## config.mk

```make
export PLATFORM = sky130hd
export DESIGN_NAME = layer_priority_shadow_mixer
export DESIGN_NICKNAME = d
export VERILOG_FILES = /design/src/hw/rtl/lpsm_pkg.sv /design/src/hw/rtl/lpsm_decode.sv /design/src/hw/rtl/lpsm_mode.sv /design/src/hw/rtl/lpsm_compose.sv /design/src/hw/rtl/layer_priority_shadow_mixer.sv
export SDC_FILE = /design/constraint.sdc
export NUM_CORES = 1
export LEC_CHECK = 0
export BUFFER_PORTS_ARGS = -buffer_cell sky130_fd_sc_hd__buf_2
export CORE_ASPECT_RATIO = 0.5
export CORE_UTILIZATION = 30
export CTS_CLUSTER_SIZE = 14
export DETAILED_ROUTE_END_ITERATION = 8
export PLACE_DENSITY = 0.45
export SKIP_CTS_REPAIR_TIMING = 1
export SYNTH_ARGS = -nofsm -noshare
export SYNTH_HDL_FRONTEND = slang
export SYNTH_SLANG_ARGS = --single-unit
```

## constraint.sdc

```tcl
create_clock -name aclk -period 3.9 [get_ports aclk]
set_input_delay 0.585 -clock aclk [delete_from_list [all_inputs] [get_ports aclk]]
set_output_delay 0.585 -clock aclk [all_outputs]
set_load 0.05 [all_outputs]
```

## src/hw/rtl/lpsm_pkg.sv

```systemverilog
// lpsm_pkg: shared types, codes and helper functions for the layer priority mixer
// used by every module under hw/rtl; depends on nothing
package lpsm_pkg;

    localparam int CODE_W  = 7;
    localparam int INDEX_W = 9;
    localparam int MODE_W  = 2;
    localparam int CFG_ADDR_W = 2;
    localparam int CFG_DATA_W = 7;

    localparam logic [CODE_W-1:0] SPR_OP_LOW         = 7'h70;
    localparam logic [CODE_W-1:0] SPR_OP_NORMAL_LAST = 7'h72;
    localparam logic [CODE_W-1:0] SPR_OP_HIGHLIGHT   = 7'h73;
    localparam logic [CODE_W-1:0] SPR_OP_SHADOW      = 7'h7b;

    typedef logic [CODE_W-1:0] code_t;
    typedef logic [MODE_W-1:0] mode_t;

    typedef enum logic [MODE_W-1:0] {
        MODE_SHADOW    = 2'd0,
        MODE_NORMAL    = 2'd1,
        MODE_HIGHLIGHT = 2'd2
    } mode_code_t;

    typedef enum logic [1:0] {
        LAYER_A      = 2'd0,
        LAYER_B      = 2'd1,
        LAYER_SPRITE = 2'd2,
        LAYER_BG     = 2'd3
    } layer_t;

    typedef enum logic [CFG_ADDR_W-1:0] {
        CFG_SH_ENABLE   = 2'd0,
        CFG_BG_COLOR    = 2'd1,
        CFG_DISP_ENABLE = 2'd2
    } cfg_addr_t;

    typedef struct packed {
        code_t plane_a_code;
        code_t plane_b_code;
        code_t sprite_code;
    } pixel_in_t;

    typedef struct packed {
        logic [INDEX_W-1:0] palette_index;
        logic               blank;
    } pixel_out_t;

    typedef struct packed {
        logic  shadow_highlight_enable;
        code_t background_color;
        logic  display_enable;
    } cfg_t;

    typedef struct packed {
        pixel_in_t codes;
        layer_t    back_pick;
        layer_t    front_pick;
    } dec_t;

    typedef struct packed {
        pixel_in_t codes;
        layer_t    layer;
        mode_t     mode;
    } sel_t;

    function automatic logic is_opaque(input code_t code);
        return |code[6:3];
    endfunction

    function automatic logic is_high(input code_t code);
        return is_opaque(code) & code[2];
    endfunction

endpackage

```

## src/hw/rtl/lpsm_decode.sv

```systemverilog
// lpsm_decode: first stage, opacity/priority decode and plane and sprite picks
// depends on lpsm_pkg
module lpsm_decode (
    input  logic               aclk,
    input  logic               aresetn,
    input  logic               in_valid,
    output logic               in_ready,
    input  lpsm_pkg::pixel_in_t in_data,
    output logic               out_valid,
    input  logic               out_ready,
    output lpsm_pkg::dec_t     out_data
);

    logic           valid_reg;
    lpsm_pkg::dec_t data_reg;
    lpsm_pkg::dec_t data_next;
    logic           hi_a;
    logic           hi_b;
    logic           hi_s;
    logic           op_a;
    logic           op_b;
    logic           op_s;

    assign in_ready  = !valid_reg || out_ready;
    assign out_valid = valid_reg;
    assign out_data  = data_reg;

    always_comb begin
        op_a = lpsm_pkg::is_opaque(in_data.plane_a_code);
        op_b = lpsm_pkg::is_opaque(in_data.plane_b_code);
        op_s = lpsm_pkg::is_opaque(in_data.sprite_code);
        hi_a = lpsm_pkg::is_high(in_data.plane_a_code);
        hi_b = lpsm_pkg::is_high(in_data.plane_b_code);
        hi_s = lpsm_pkg::is_high(in_data.sprite_code);

        data_next.codes = in_data;
        if (hi_a || (op_a && !hi_b)) begin
            data_next.back_pick = lpsm_pkg::LAYER_A;
        end else if (op_b) begin
            data_next.back_pick = lpsm_pkg::LAYER_B;
        end else begin
            data_next.back_pick = lpsm_pkg::LAYER_BG;
        end

        if (hi_s || (op_s && !hi_a && !hi_b)) begin
            data_next.front_pick = lpsm_pkg::LAYER_SPRITE;
        end else begin
            data_next.front_pick = data_next.back_pick;
        end
    end

    always_ff @(posedge aclk) begin
        if (!aresetn) begin
            valid_reg <= 1'b0;
        end else if (in_ready) begin
            valid_reg <= in_valid;
        end
    end

    always_ff @(posedge aclk) begin
        if (in_ready && in_valid) begin
            data_reg <= data_next;
        end
    end

endmodule

```

## src/hw/rtl/lpsm_mode.sv

```systemverilog
// lpsm_mode: second stage, shadow/highlight mode and sprite operator handling
// depends on lpsm_pkg
module lpsm_mode (
    input  logic           aclk,
    input  logic           aresetn,
    input  lpsm_pkg::cfg_t cfg,
    input  logic           in_valid,
    output logic           in_ready,
    input  lpsm_pkg::dec_t in_data,
    output logic           out_valid,
    input  logic           out_ready,
    output lpsm_pkg::sel_t out_data
);

    logic             valid_reg;
    lpsm_pkg::sel_t   data_reg;
    lpsm_pkg::sel_t   data_next;
    logic             base_pri;
    lpsm_pkg::code_t  spr;

    assign in_ready  = !valid_reg || out_ready;
    assign out_valid = valid_reg;
    assign out_data  = data_reg;

    always_comb begin
        spr      = in_data.codes.sprite_code;
        base_pri = in_data.codes.plane_a_code[2] | in_data.codes.plane_b_code[2];

        data_next.codes = in_data.codes;
        data_next.layer = in_data.front_pick;
        if (!cfg.shadow_highlight_enable) begin
            data_next.mode = lpsm_pkg::MODE_NORMAL;
        end else begin
            data_next.mode = {1'b0, base_pri};
            if (in_data.front_pick == lpsm_pkg::LAYER_SPRITE) begin
                if (spr >= lpsm_pkg::SPR_OP_LOW && spr <= lpsm_pkg::SPR_OP_NORMAL_LAST) begin
                    data_next.mode = lpsm_pkg::MODE_NORMAL;
                end else if (spr == lpsm_pkg::SPR_OP_HIGHLIGHT) begin
                    data_next.layer = in_data.back_pick;
                    data_next.mode  = base_pri ? lpsm_pkg::MODE_HIGHLIGHT
                                               : lpsm_pkg::MODE_NORMAL;
                end else if (spr == lpsm_pkg::SPR_OP_SHADOW) begin
                    data_next.layer = in_data.back_pick;
                    data_next.mode  = lpsm_pkg::MODE_SHADOW;
                end else begin
                    data_next.mode = {1'b0, base_pri | spr[2]};
                end
            end
        end
    end

    always_ff @(posedge aclk) begin
        if (!aresetn) begin
            valid_reg <= 1'b0;
        end else if (in_ready) begin
            valid_reg <= in_valid;
        end
    end

    always_ff @(posedge aclk) begin
        if (in_ready && in_valid) begin
            data_reg <= data_next;
        end
    end

endmodule

```

## src/hw/rtl/lpsm_compose.sv

```systemverilog
// lpsm_compose: output stage, colour select, palette index and blanking
// depends on lpsm_pkg
module lpsm_compose (
    input  logic                 aclk,
    input  logic                 aresetn,
    input  lpsm_pkg::cfg_t       cfg,
    input  logic                 in_valid,
    output logic                 in_ready,
    input  lpsm_pkg::sel_t       in_data,
    output logic                 out_valid,
    input  logic                 out_ready,
    output lpsm_pkg::pixel_out_t out_data
);

    logic                 valid_reg;
    lpsm_pkg::pixel_out_t data_reg;
    lpsm_pkg::pixel_out_t data_next;
    lpsm_pkg::code_t      color;

    assign in_ready  = !valid_reg || out_ready;
    assign out_valid = valid_reg;
    assign out_data  = data_reg;

    always_comb begin
        case (in_data.layer)
            lpsm_pkg::LAYER_A:      color = in_data.codes.plane_a_code;
            lpsm_pkg::LAYER_B:      color = in_data.codes.plane_b_code;
            lpsm_pkg::LAYER_SPRITE: color = in_data.codes.sprite_code;
            default:                color = cfg.background_color;
        endcase

        if (!cfg.display_enable) begin
            data_next.palette_index = '0;
            data_next.blank         = 1'b1;
        end else begin
            data_next.palette_index = {in_data.mode, color};
            data_next.blank         = 1'b0;
        end
    end

    always_ff @(posedge aclk) begin
        if (!aresetn) begin
            valid_reg <= 1'b0;
        end else if (in_ready) begin
            valid_reg <= in_valid;
        end
    end

    always_ff @(posedge aclk) begin
        if (in_ready && in_valid) begin
            data_reg <= data_next;
        end
    end

endmodule

```

## src/hw/rtl/layer_priority_shadow_mixer.sv

```systemverilog
// layer_priority_shadow_mixer: top level, config registers and three-stage mixer pipeline
// depends on lpsm_pkg, lpsm_decode, lpsm_mode, lpsm_compose
// path: the decode, mode and compose stage registers lie in turn between an input and its result transaction
// throughput: one pixel per cycle while m_ready is high; each stage holds one pixel and stalls only when full
// reset: synchronous active-low aresetn clears all stage valid bits and the config registers
module layer_priority_shadow_mixer (
    input  logic                              aclk,
    input  logic                              aresetn,
    input  logic                              s_valid,
    output logic                              s_ready,
    input  lpsm_pkg::pixel_in_t               s_data,
    output logic                              m_valid,
    input  logic                              m_ready,
    output lpsm_pkg::pixel_out_t              m_data,
    input  logic                              cfg_valid,
    output logic                              cfg_ready,
    input  logic [lpsm_pkg::CFG_ADDR_W-1:0]   cfg_addr,
    input  logic [lpsm_pkg::CFG_DATA_W-1:0]   cfg_wdata
);

    lpsm_pkg::cfg_t cfg_reg;
    lpsm_pkg::cfg_t cfg_next;
    logic           dec_valid;
    logic           dec_ready;
    lpsm_pkg::dec_t dec_data;
    logic           sel_valid;
    logic           sel_ready;
    lpsm_pkg::sel_t sel_data;

    assign cfg_ready = 1'b1;

    always_comb begin
        cfg_next = cfg_reg;
        if (cfg_valid) begin
            unique case (cfg_addr)
                lpsm_pkg::CFG_SH_ENABLE:   cfg_next.shadow_highlight_enable = cfg_wdata[0];
                lpsm_pkg::CFG_BG_COLOR:    cfg_next.background_color = cfg_wdata;
                lpsm_pkg::CFG_DISP_ENABLE: cfg_next.display_enable = cfg_wdata[0];
                default:                   cfg_next = cfg_reg;
            endcase
        end
    end

    always_ff @(posedge aclk) begin
        if (!aresetn) begin
            cfg_reg <= '0;
        end else begin
            cfg_reg <= cfg_next;
        end
    end

    lpsm_decode u_decode (
        .aclk      (aclk),
        .aresetn   (aresetn),
        .in_valid  (s_valid),
        .in_ready  (s_ready),
        .in_data   (s_data),
        .out_valid (dec_valid),
        .out_ready (dec_ready),
        .out_data  (dec_data)
    );

    lpsm_mode u_mode (
        .aclk      (aclk),
        .aresetn   (aresetn),
        .cfg       (cfg_reg),
        .in_valid  (dec_valid),
        .in_ready  (dec_ready),
        .in_data   (dec_data),
        .out_valid (sel_valid),
        .out_ready (sel_ready),
        .out_data  (sel_data)
    );

    lpsm_compose u_compose (
        .aclk      (aclk),
        .aresetn   (aresetn),
        .cfg       (cfg_reg),
        .in_valid  (sel_valid),
        .in_ready  (sel_ready),
        .in_data   (sel_data),
        .out_valid (m_valid),
        .out_ready (m_ready),
        .out_data  (m_data)
    );

endmodule

```

Word level (Yosys, flattened, before mapping). Index checks and enable logic that the tools add are counted.

$lt $le $gt $ge: 2. Bitwise operators: 7. Equal/unequal tests: 7. Muxes and demuxes: 12. Reduce and logical (&&, ||, !) cells: 26.

Operator list (count): $pmux W7 S3 (1); $eq A7 B7 Y1 const B (2); $mux W2 (7); $reduce_or A4 Y1 (3); $mux W4 (2); $ge A7 B7 Y1 const B (1); $le A7 B7 Y1 const B (1); $logic_and A1 B1 Y1 (7); $eq A2 B2 Y1 const B (3); $reduce_and A2 Y1 (3); $logic_not A1 Y1 (5); $logic_or A1 B1 Y1 (5); $eq A2 B1 Y1 const B (2); $logic_not A2 Y1 (2); $and A1 B1 Y1 (3); $reduce_or A3 Y1 (1); $mux W1 (2); $not A1 Y1 (2); $or A1 B1 Y1 (2).

Register bits after elaboration: 72. Output and inout port bits: 13. Logic and storage cells: 73. Input bits: 35.

Longest topological paths before layout. Gate-level depths: netlist of the first run.

Word-level depth: 7. Mapped depth: 4. Gate-level depth less buffers: 3.

Cells and area by module. Synthesis of the first run repeated with hierarchy kept, for this count alone.

Cell total of the unflattened synthesis: 170. Area, all modules: 2775.2 um2.

By module, submodules not included: lpsm_mode (cells an instance 44, area each 915.9 um2, times used 1); lpsm_decode (cells an instance 41, area each 879.6 um2, times used 1); lpsm_compose (cells an instance 43, area each 590.6 um2, times used 1); layer_priority_shadow_mixer (cells an instance 42, area each 389.1 um2, times used 1).

Worst setup path after synthesis of the first run. OpenSTA, ideal clock, no wires.

Kind: register to register. From: register u_compose.valid_reg, in the netlist u_compose.out_valid. To: register u_mode.data_reg, in the netlist u_mode.out_data[0] (enable). Path buffers: 0. Stages on the path, launching flop included: 3. Setup slack: 850 ps. Clock period less this slack: 3050 ps. Arrival time: 2605 ps. Data required time: 3454 ps. Cells stage by stage: dfxtp_1 > nor2b_1 > a21boi_0.

Word-level cells in the longest chain between the ends: 4.

RTL lines: start: declaration (RTL line lpsm_compose.sv:15) `logic valid_reg;`; start signal: assignment (RTL line lpsm_compose.sv:45) `valid_reg <= in_valid;`; $logic_not A1 Y1 (RTL line lpsm_compose.sv:20) `assign in_ready = !valid_reg || out_ready;`; $logic_or A1 B1 Y1 (RTL line lpsm_compose.sv:20); $logic_or A1 B1 Y1 (RTL line lpsm_mode.sv:21) `assign in_ready = !valid_reg || out_ready;`; $logic_and A1 B1 Y1 (RTL line lpsm_mode.sv:61) `if (in_ready && in_valid) begin`; end signal: assignment (RTL line lpsm_mode.sv:62) `data_reg <= data_next;`; end: declaration (RTL line lpsm_mode.sv:16) `lpsm_pkg::sel_t data_reg;`.

Every way passes these cells. A chain may end at the register's enable or synchronous reset.

Worst setup path after layout of the first run.
From: input port m_ready. To: output port s_ready.

Word-level cells in the longest chain between the ends: 3.

RTL lines: start: declaration (RTL line layer_priority_shadow_mixer.sv:13) `input logic m_ready,`; $logic_or A1 B1 Y1 (RTL line lpsm_compose.sv:20); $logic_or A1 B1 Y1 (RTL line lpsm_mode.sv:21); $logic_or A1 B1 Y1 (RTL line lpsm_decode.sv:24) `assign in_ready = !valid_reg || out_ready;`; end: declaration (RTL line layer_priority_shadow_mixer.sv:10) `output logic s_ready,`.

Every way passes these cells.

==> results of run 1 <==
[area by class of cell]
class / instances / area, um^2
Clock inverter: 6 / 131.4
Tap cell: 117 / 146.4
Sequential cell: 72 / 2042
Multi-Input combinational cell: 72 / 653.1
Inverter: 4 / 15.01
Clock buffer: 10 / 229.0
Timing Repair Buffer: 48 / 245.2
Fill cell: 821 / 5306
[per-layer routing]
layer / part of all wire, % / routed length, um / track usage [%] / vias to the layer above
met2: 44 / 2298 / 17.23 / 42
met1: 49 / 2572 / 17.17 / 714
li1: - / - / - / 699
met5: 0 / 0 / 0 / -
met3: 5.5 / 288 / 4.532 / 6
met4: 1.3 / 68 / 4.762 / 0
[metrics by stage]
stage	cells	hold slack [ns]	utilization [%]
after floorplan	154	0.4003	-
after global placement	313	0.4037	35.37
after detailed placement	313	0.4071	35.37
after CTS	329	0.4197	39.48
after global routing	329	0.4209	39.48
final	329	0.4216	39.48
[how the worst max path moves through the flow]
| stage | start | cells after the start | slack, ns | end |
|---|---|---|---|---|
| after global routing | u_compose.out_valid | 3 | 1.82 | s_ready |
| after detailed placement | m_ready | 4 | 1.89 | s_ready |
| after global placement | m_ready | 4 | 1.91 | s_ready |
| after CTS | m_ready | 4 | 1.88 | s_ready |
| final | m_ready | 4 | 1.89 | s_ready |
| after floorplan | u_compose.out_valid | 2 | 0.85 | u_mode.out_data[0] |
[cell usage in the layout, fill, tap and decap left out, types with 2 or more instances in the layout]
cell type / netlist / final
a21oi_1: 2 / 2
and2_1: 9 / 9
buf_2: 1 / 46
buf_4: 2 / 2
bufinv_16: 0 / 4
clkbuf_16: 0 / 9
dfxtp_1: 12 / 12
edfxtp_1: 60 / 60
inv_1: 4 / 4
mux2i_1: 9 / 9
mux4_2: 7 / 7
nand2_1: 2 / 2
nand3_1: 2 / 2
nand3b_1: 2 / 2
nor2_1: 3 / 3
nor2b_1: 12 / 12
o21a_1: 3 / 3
[kinds of logic (layout without fill, tap and decap cells)]
group | after synthesis | count (layout) | share of synthesized area [%]
muxes | 16 | 16 | 9.070
and+or+nand+nor | 38 | 38 | 9.482
AOI/OAI and AO/OA | 17 | 17 | 4.856
DFF | 72 | 72 | 74.76
buffers and inverters | 10 | 68 | 1.694
other | 1 | 1 | 0.1373
[worst register-to-register path, stage by stage (launching register included)]
cell and delay [ns]:
edfxtp_1 0.65, mux4_2 0.55, and2_1 0.18
[report_power, final]
group	internal [W]	total [W]	switching [W]
combinational	0.0000413	0.0000944	0.0000532
clock	0.000687	0.000975	0.000288
sequential	0.000881	0.000906	0.0000245
==> impl_results.md, run 1 <==
* Post-synth top cells: 60 x edfxtp_1, 12 x dfxtp_1, 12 x nor2b_1
* Synth Register Bits at 72
* Top cell by count, worst path: buf_2
* Worst reg2reg path endpoint: u_compose.out_data[4]
* Die area at around 0.0095 mm^2
* Drt wl/cell at 15.89 um
* Hold Path Sink: u_mode.out_data[11]
* Slew @ Worst Pin at 0.8965 ns
* GRT overflow at 0
* Post-place instance area at roughly 0.0031 mm^2
* CP bufs+invs at 2
* CTS tree: built
* Worst rel slew slack at 40.11%
* HPWL Detailed at around 3800 um
* Min-Delay Path Class: reg -> reg
* Final Wtd Congestion at 0.7066
* Die height at between 60 and 70 um
* Cell area after synthesis at 0.002731 mm^2
* Reg clk slew, reported paths at 0.06 ns
* Number of flops mapped to enable cells by yosys at 60
* Synthesized Nets at roughly 190
* Crit Path Class: in -> out
* R2R depth at 2
* Setup tns final at 0 ns
* Asr flop ratio synth at 0%
* First-pass GRT wire length at 8286 um
* # nets final at 242
* Routed vias at 1461
* Total Routing Usage GR at between 10% and 20%
* Slew Limit Fails at 0
* CP max stage delay at 0.36 ns
* Final Hold Vio Count at 0
* First-pass DRT Iterations at 4
* Worst-path cell chain: buf_2 -> nor2b_1 -> nand3_1 -> buf_2
* Worst r2r src: u_mode.out_data[2]
* Req. time, crit path at between 3 and 4 ns
* Max-cap violations at 0
* Antenna violations before repair at 0
* CTS max path bufs at 2
* Max Freq at 0.4974 GHz
* Final total power at approximately 0.0020 W
* Vias in the first global route at between 1500 and 2000
* Area leader, netlist: edfxtp_1
* Area growth, synth to finish at 26.75%
* Syn avg cell area at 17.74 um^2
* Skew final at between 0.007 and 0.008 ns
* H-tree Lvls at 3
* Static Leakage at approximately 1.3 nW
* RSZ-0062 raised after global routing: no
* Core area at 0.008768 mm^2
* Total CTS buffers at 9
* Worst hold stages at 0
* Critical path arrival at 1.43 ns
* Antenna diodes at 0
* Critical Path Sink Type: primary output
* Syn Inst Count at 154
* Top_reg_cell synth: edfxtp_1
* Top post-synthesis cells by area: edfxtp_1 66%, dfxtp_1 8.8%, mux4_2 5.8%, mux2i_1 3.3%, nor2b_1 2.7%
* Worst-skew pair later-pin latency at 0.32 ns
* # setup viols final at 0
* Starting Density at 31.15%
* CP delay by family, top: simple AND/OR/NAND/NOR gates
* Synth unique cells at 36
* Worst Path Max Fanout at 6
* Peak VDD IR at 0.0002696 V
* Antenna Nets Post-Route at 0
* Most common cell in the netlist: edfxtp_1
* # DRC at 0
* Power Density at between 500 and 600 mW/mm^2
* Port bufs at 46
* Num rows at 24
* DRT iter0 DRCs at 144
* Yosys top cell area share at between 60 and 70%
* Root buffer cell: clkbuf_16
* Sequential share of the synthesized area at 74.76%
* Pre-CTS setup slack at between 1.5 and 2 ns
* Largest net degree at the start of global routing at 26
* Slowest stage cell, crit path: nor2b_1
* Final worst slack at 1.890 ns
* Clock sinks at 72
* Crit path launch type: primary input
* Vias per cell at around 4.4
* Status: complete, no violations
* Die Wd at 136.9 um
* Min Tclk post-route at 2.010 ns
* Final period util at 51.55%
* Finished Cell Area at between 0.003 and 0.004 mm^2
* Layout cells sized above 1 at 35.85%
* Yosys Warn Count at 0
* DRT Wirelength at between 5000 and 6000 um
* # IOs at 48
* Hold Startpoint: u_decode.out_data[11]
* R2R Setup Slk at approximately 2.3 ns
(Power assumes the default switching activity.)
==> run 2, diff against run 1 <==
--- a/config.mk
+++ b/config.mk
@@ -5,12 +5,13 @@
 export SDC_FILE = /design/constraint.sdc
 export NUM_CORES = 1
 export LEC_CHECK = 0
+export ABC_AREA = 1
 export BUFFER_PORTS_ARGS = -buffer_cell sky130_fd_sc_hd__buf_2
 export CORE_ASPECT_RATIO = 0.5
 export CORE_UTILIZATION = 30
 export CTS_CLUSTER_SIZE = 14
 export DETAILED_ROUTE_END_ITERATION = 8
-export PLACE_DENSITY = 0.45
+export PLACE_DENSITY = 0.47
 export SKIP_CTS_REPAIR_TIMING = 1
 export SYNTH_ARGS = -nofsm -noshare
 export SYNTH_HDL_FRONTEND = slang
==> constraint.sdc (replaced) <==
create_clock -name aclk -period 1.6 [get_ports aclk]
set_input_delay 0.24 -clock aclk [delete_from_list [all_inputs] [get_ports aclk]]
set_output_delay 0.24 -clock aclk [all_outputs]
set_load 0.05 [all_outputs]
==> run 2 against run 1 <==
Clock skew shrank 0.0030 ns. Non-clock buffer count is 1 higher. Sequential share of layout area increased by 0.60 points. Final cell count up 23%. Worst setup slack got worse by 1.7 ns. Register-to-register slack got worse by 2.1 ns. Synthesized cell count rose by 48%. Synthesized area up 0.92%. Critical endpoint is now u_compose.out_data[3]. Largest power group is now registers.
==> impl_results.md, run 2 <==
* Number of flops mapped to enable cells by yosys at 60
* Synthesized Nets at 263
* Die Wd at 137.6 um
* Sequential Area at 0.002046 mm^2
* Port bufs at 46
* Asr flop ratio synth at 0%
* Syn avg cell area at 12.09 um^2
* H-tree Lvls at 3
* Final Wtd Congestion at 0.7965
* Total CTS buffers at 9
* Critical Path Sink Type: register
* CP Launch Point: u_mode.out_data[2]
* Worst-skew pair later-pin latency at 0.32 ns
* Top post-synthesis cells by area: edfxtp_1 65%, dfxtp_1 8.7%, nand2_1 5.7%, inv_1 4.5%, nand3_1 3.3%
* Area leader, netlist: edfxtp_1
* Sequential share of the synthesized area at about three quarters
* Drt wl/cell at 13.08 um
* Clock share of power at 43.4%
* Yosys Warn Count at 0
* Core area at 0.008798 mm^2
* CTS max path bufs at 2
* Wire length on met3 at around 310 um
* Reg clk slew, reported paths at approximately 0.05 ns
* Final Hold Vio Count at 0
* Power Density at about 1200 mW/mm^2
* R2R depth at 3
* Setup tns final at 0 ns
* Synth Area in Simple Gates at 13.16%
* First-pass GRT wire length at 8514 um
* Cell area after synthesis at approximately 0.0028 mm^2
* Wl on met1 at 2666 um
* Root buffer cell: clkbuf_16
* Post-route core utilization at approximately two fifths
* Finished Cell Area at ~0.0034 mm^2
* Vias in the first global route at ~1800
* GRT overflow at 0
* First-pass DRT Iterations at 4
* Combinational share of power at 5.5%
* Slew Limit Fails at 0
* Post-synth top cells: 60 x edfxtp_1, 42 x nand2_1, 33 x inv_1
* Internal power at about 0.0034 W
* Antenna diodes at 0
* Top sig layer: met4
* Metal2 WL at 2279 um
* Largest net degree at the start of global routing at 26
* Synth Register Bits at 72
* CTS tree: built
* Antenna violations before repair at 0
* Max-cap violations at 0
* Static Leakage at 1.416 nW
* Req. time, crit path at roughly 1.7 ns
* Yosys top cell area share at 65.37%
* Die area at 0.009599 mm^2
* # setup viols final at 0
* # IOs at 48
* Vias per cell at 4.272
* Die height at 69.78 um
* Switching portion of total power at around a fifth
* Skew final at around 0.0043 ns
* R2R Setup Slk at 0.20 ns
* Multi-input gate area at 579.3 um^2
* Hold slack at 0.09077 ns
* Min-Delay Path Class: in -> reg
* Post-synthesis mux area share at 0%
* Total Routing Usage GR at 12.14%
* Area growth, synth to finish at 24.56%
* Synth Area in Compound Gates at 6.627%
* Worst Path Max Fanout at 10
* Syn Inst Count at approximately 230
* Clock sinks at between 70 and 80
* Critical path arrival at 1.48 ns
* Largest family of logic cells by synthesized area: simple AND/OR/NAND/NOR gates
* Layout cells sized above 1 at 23.96%
* DRT Wirelength at 5297 um
* Seq pwr share at 51.1%
* Max Freq at 0.7120 GHz
* Final period util at 87.78%
* Adder-cell share of the synthesized area at 0%
* CP endpoint: u_compose.out_data[3]
* Final total power at 0.004250 W
* Crit path launch type: register
* Status: complete, no violations
* DRT iter0 DRCs at 79
* Most common cell in the netlist: edfxtp_1
* Antenna Nets Post-Route at 0
* Post-place instance area at 0.003156 mm^2
* Min Tclk post-route at 1.405 ns
* Fillers at 869
* Switching pwr at 0.0008643 W
* Worst reg2reg path endpoint: u_compose.out_data[3]
* Crit Path Class: reg -> reg
* Worst r2r src: u_mode.out_data[2]
* Routed vias at 1730
* Top_reg_cell synth: edfxtp_1
* XOR/XNOR share of the synthesized area at 0%
* Most frequent cells in the layout: 60 x edfxtp_1, 46 x buf_2, 39 x nand2_1
* Most common cell after layout, fill and taps aside: edfxtp_1
* Synth unique cells at 22
* # DRC at 0
* Peak VDD IR at 0.0005373 V
* Starting Density at 31.33%
* HPWL Detailed at 4027 um
* # nets final at 319
* RSZ-0062 raised after global routing: no
* Num rows at 24
==> run 2: power groups by stage <==
stage          logic, W  clock network [W]  registers, W
4_1_cts        0.000237            0.00190       0.00217
6_report       0.000234            0.00185       0.00217
2_1_floorplan  0.000128                  0       0.00221
3_3_place_gp   0.000230                  0       0.00221
3_5_place_dp   0.000237                  0       0.00221
5_1_grt        0.000263            0.00198       0.00218
==> run 2: cell type report <==
type,count,area share (%)
flip-flops and latches,72,59.58
well taps,117,4.264
multi-input cells,118,16.87
inverters,34,3.827
clock inverters,5,1.421
clock buffers,10,6.669
repair buffers,49,7.362
==> run 2: layer usage <==
layer	up-vias	GRT usage (%)
li1	889	-
met1	789	16.37
met2	47	17.48
met3	5	4.971
met4	0	4.151
met5	-	0
==> run 2: worst min-delay path by stage <==
stage / end / slack (ns) / cells after the start / start
after floorplan: u_decode.out_data[10] / 0.34 / 0 / s_data[6]
after global placement: u_mode.out_data[19] / 0.41 / 0 / u_decode.out_data[19]
after detailed placement: u_mode.out_data[23] / 0.41 / 0 / u_decode.out_data[23]
after CTS: u_decode.out_data[18] / 0.08 / 1 / s_data[14]
after global routing: u_decode.out_data[11] / 0.08 / 1 / s_data[7]
final: u_decode.out_data[18] / 0.09 / 1 / s_data[14]
==> run 2: logic make-up (layout without fill, tap and decap cells) <==
| family | count (synthesis) | after routing |
|---|---|---|
| compound gates | 34 | 34 |
| buf+inv | 38 | 98 |
| flops | 72 | 72 |
| other cells | 1 | 1 |
| simple gates | 83 | 83 |
==> run 2: through the flow <==
step                instances  setup slack [ns]
finish                    405            0.1955
global route              405           0.07472
CTS                       405            0.1808
detailed placement        390            0.2020
global placement          390            0.2331
floorplan                 228          0.007639
==> run 2: critical path, stage by stage, from the launching register on <==
cell and delay (ns):
edfxtp_1 0.59, nand2_1 0.25, o211ai_1 0.25, inv_1 0.06
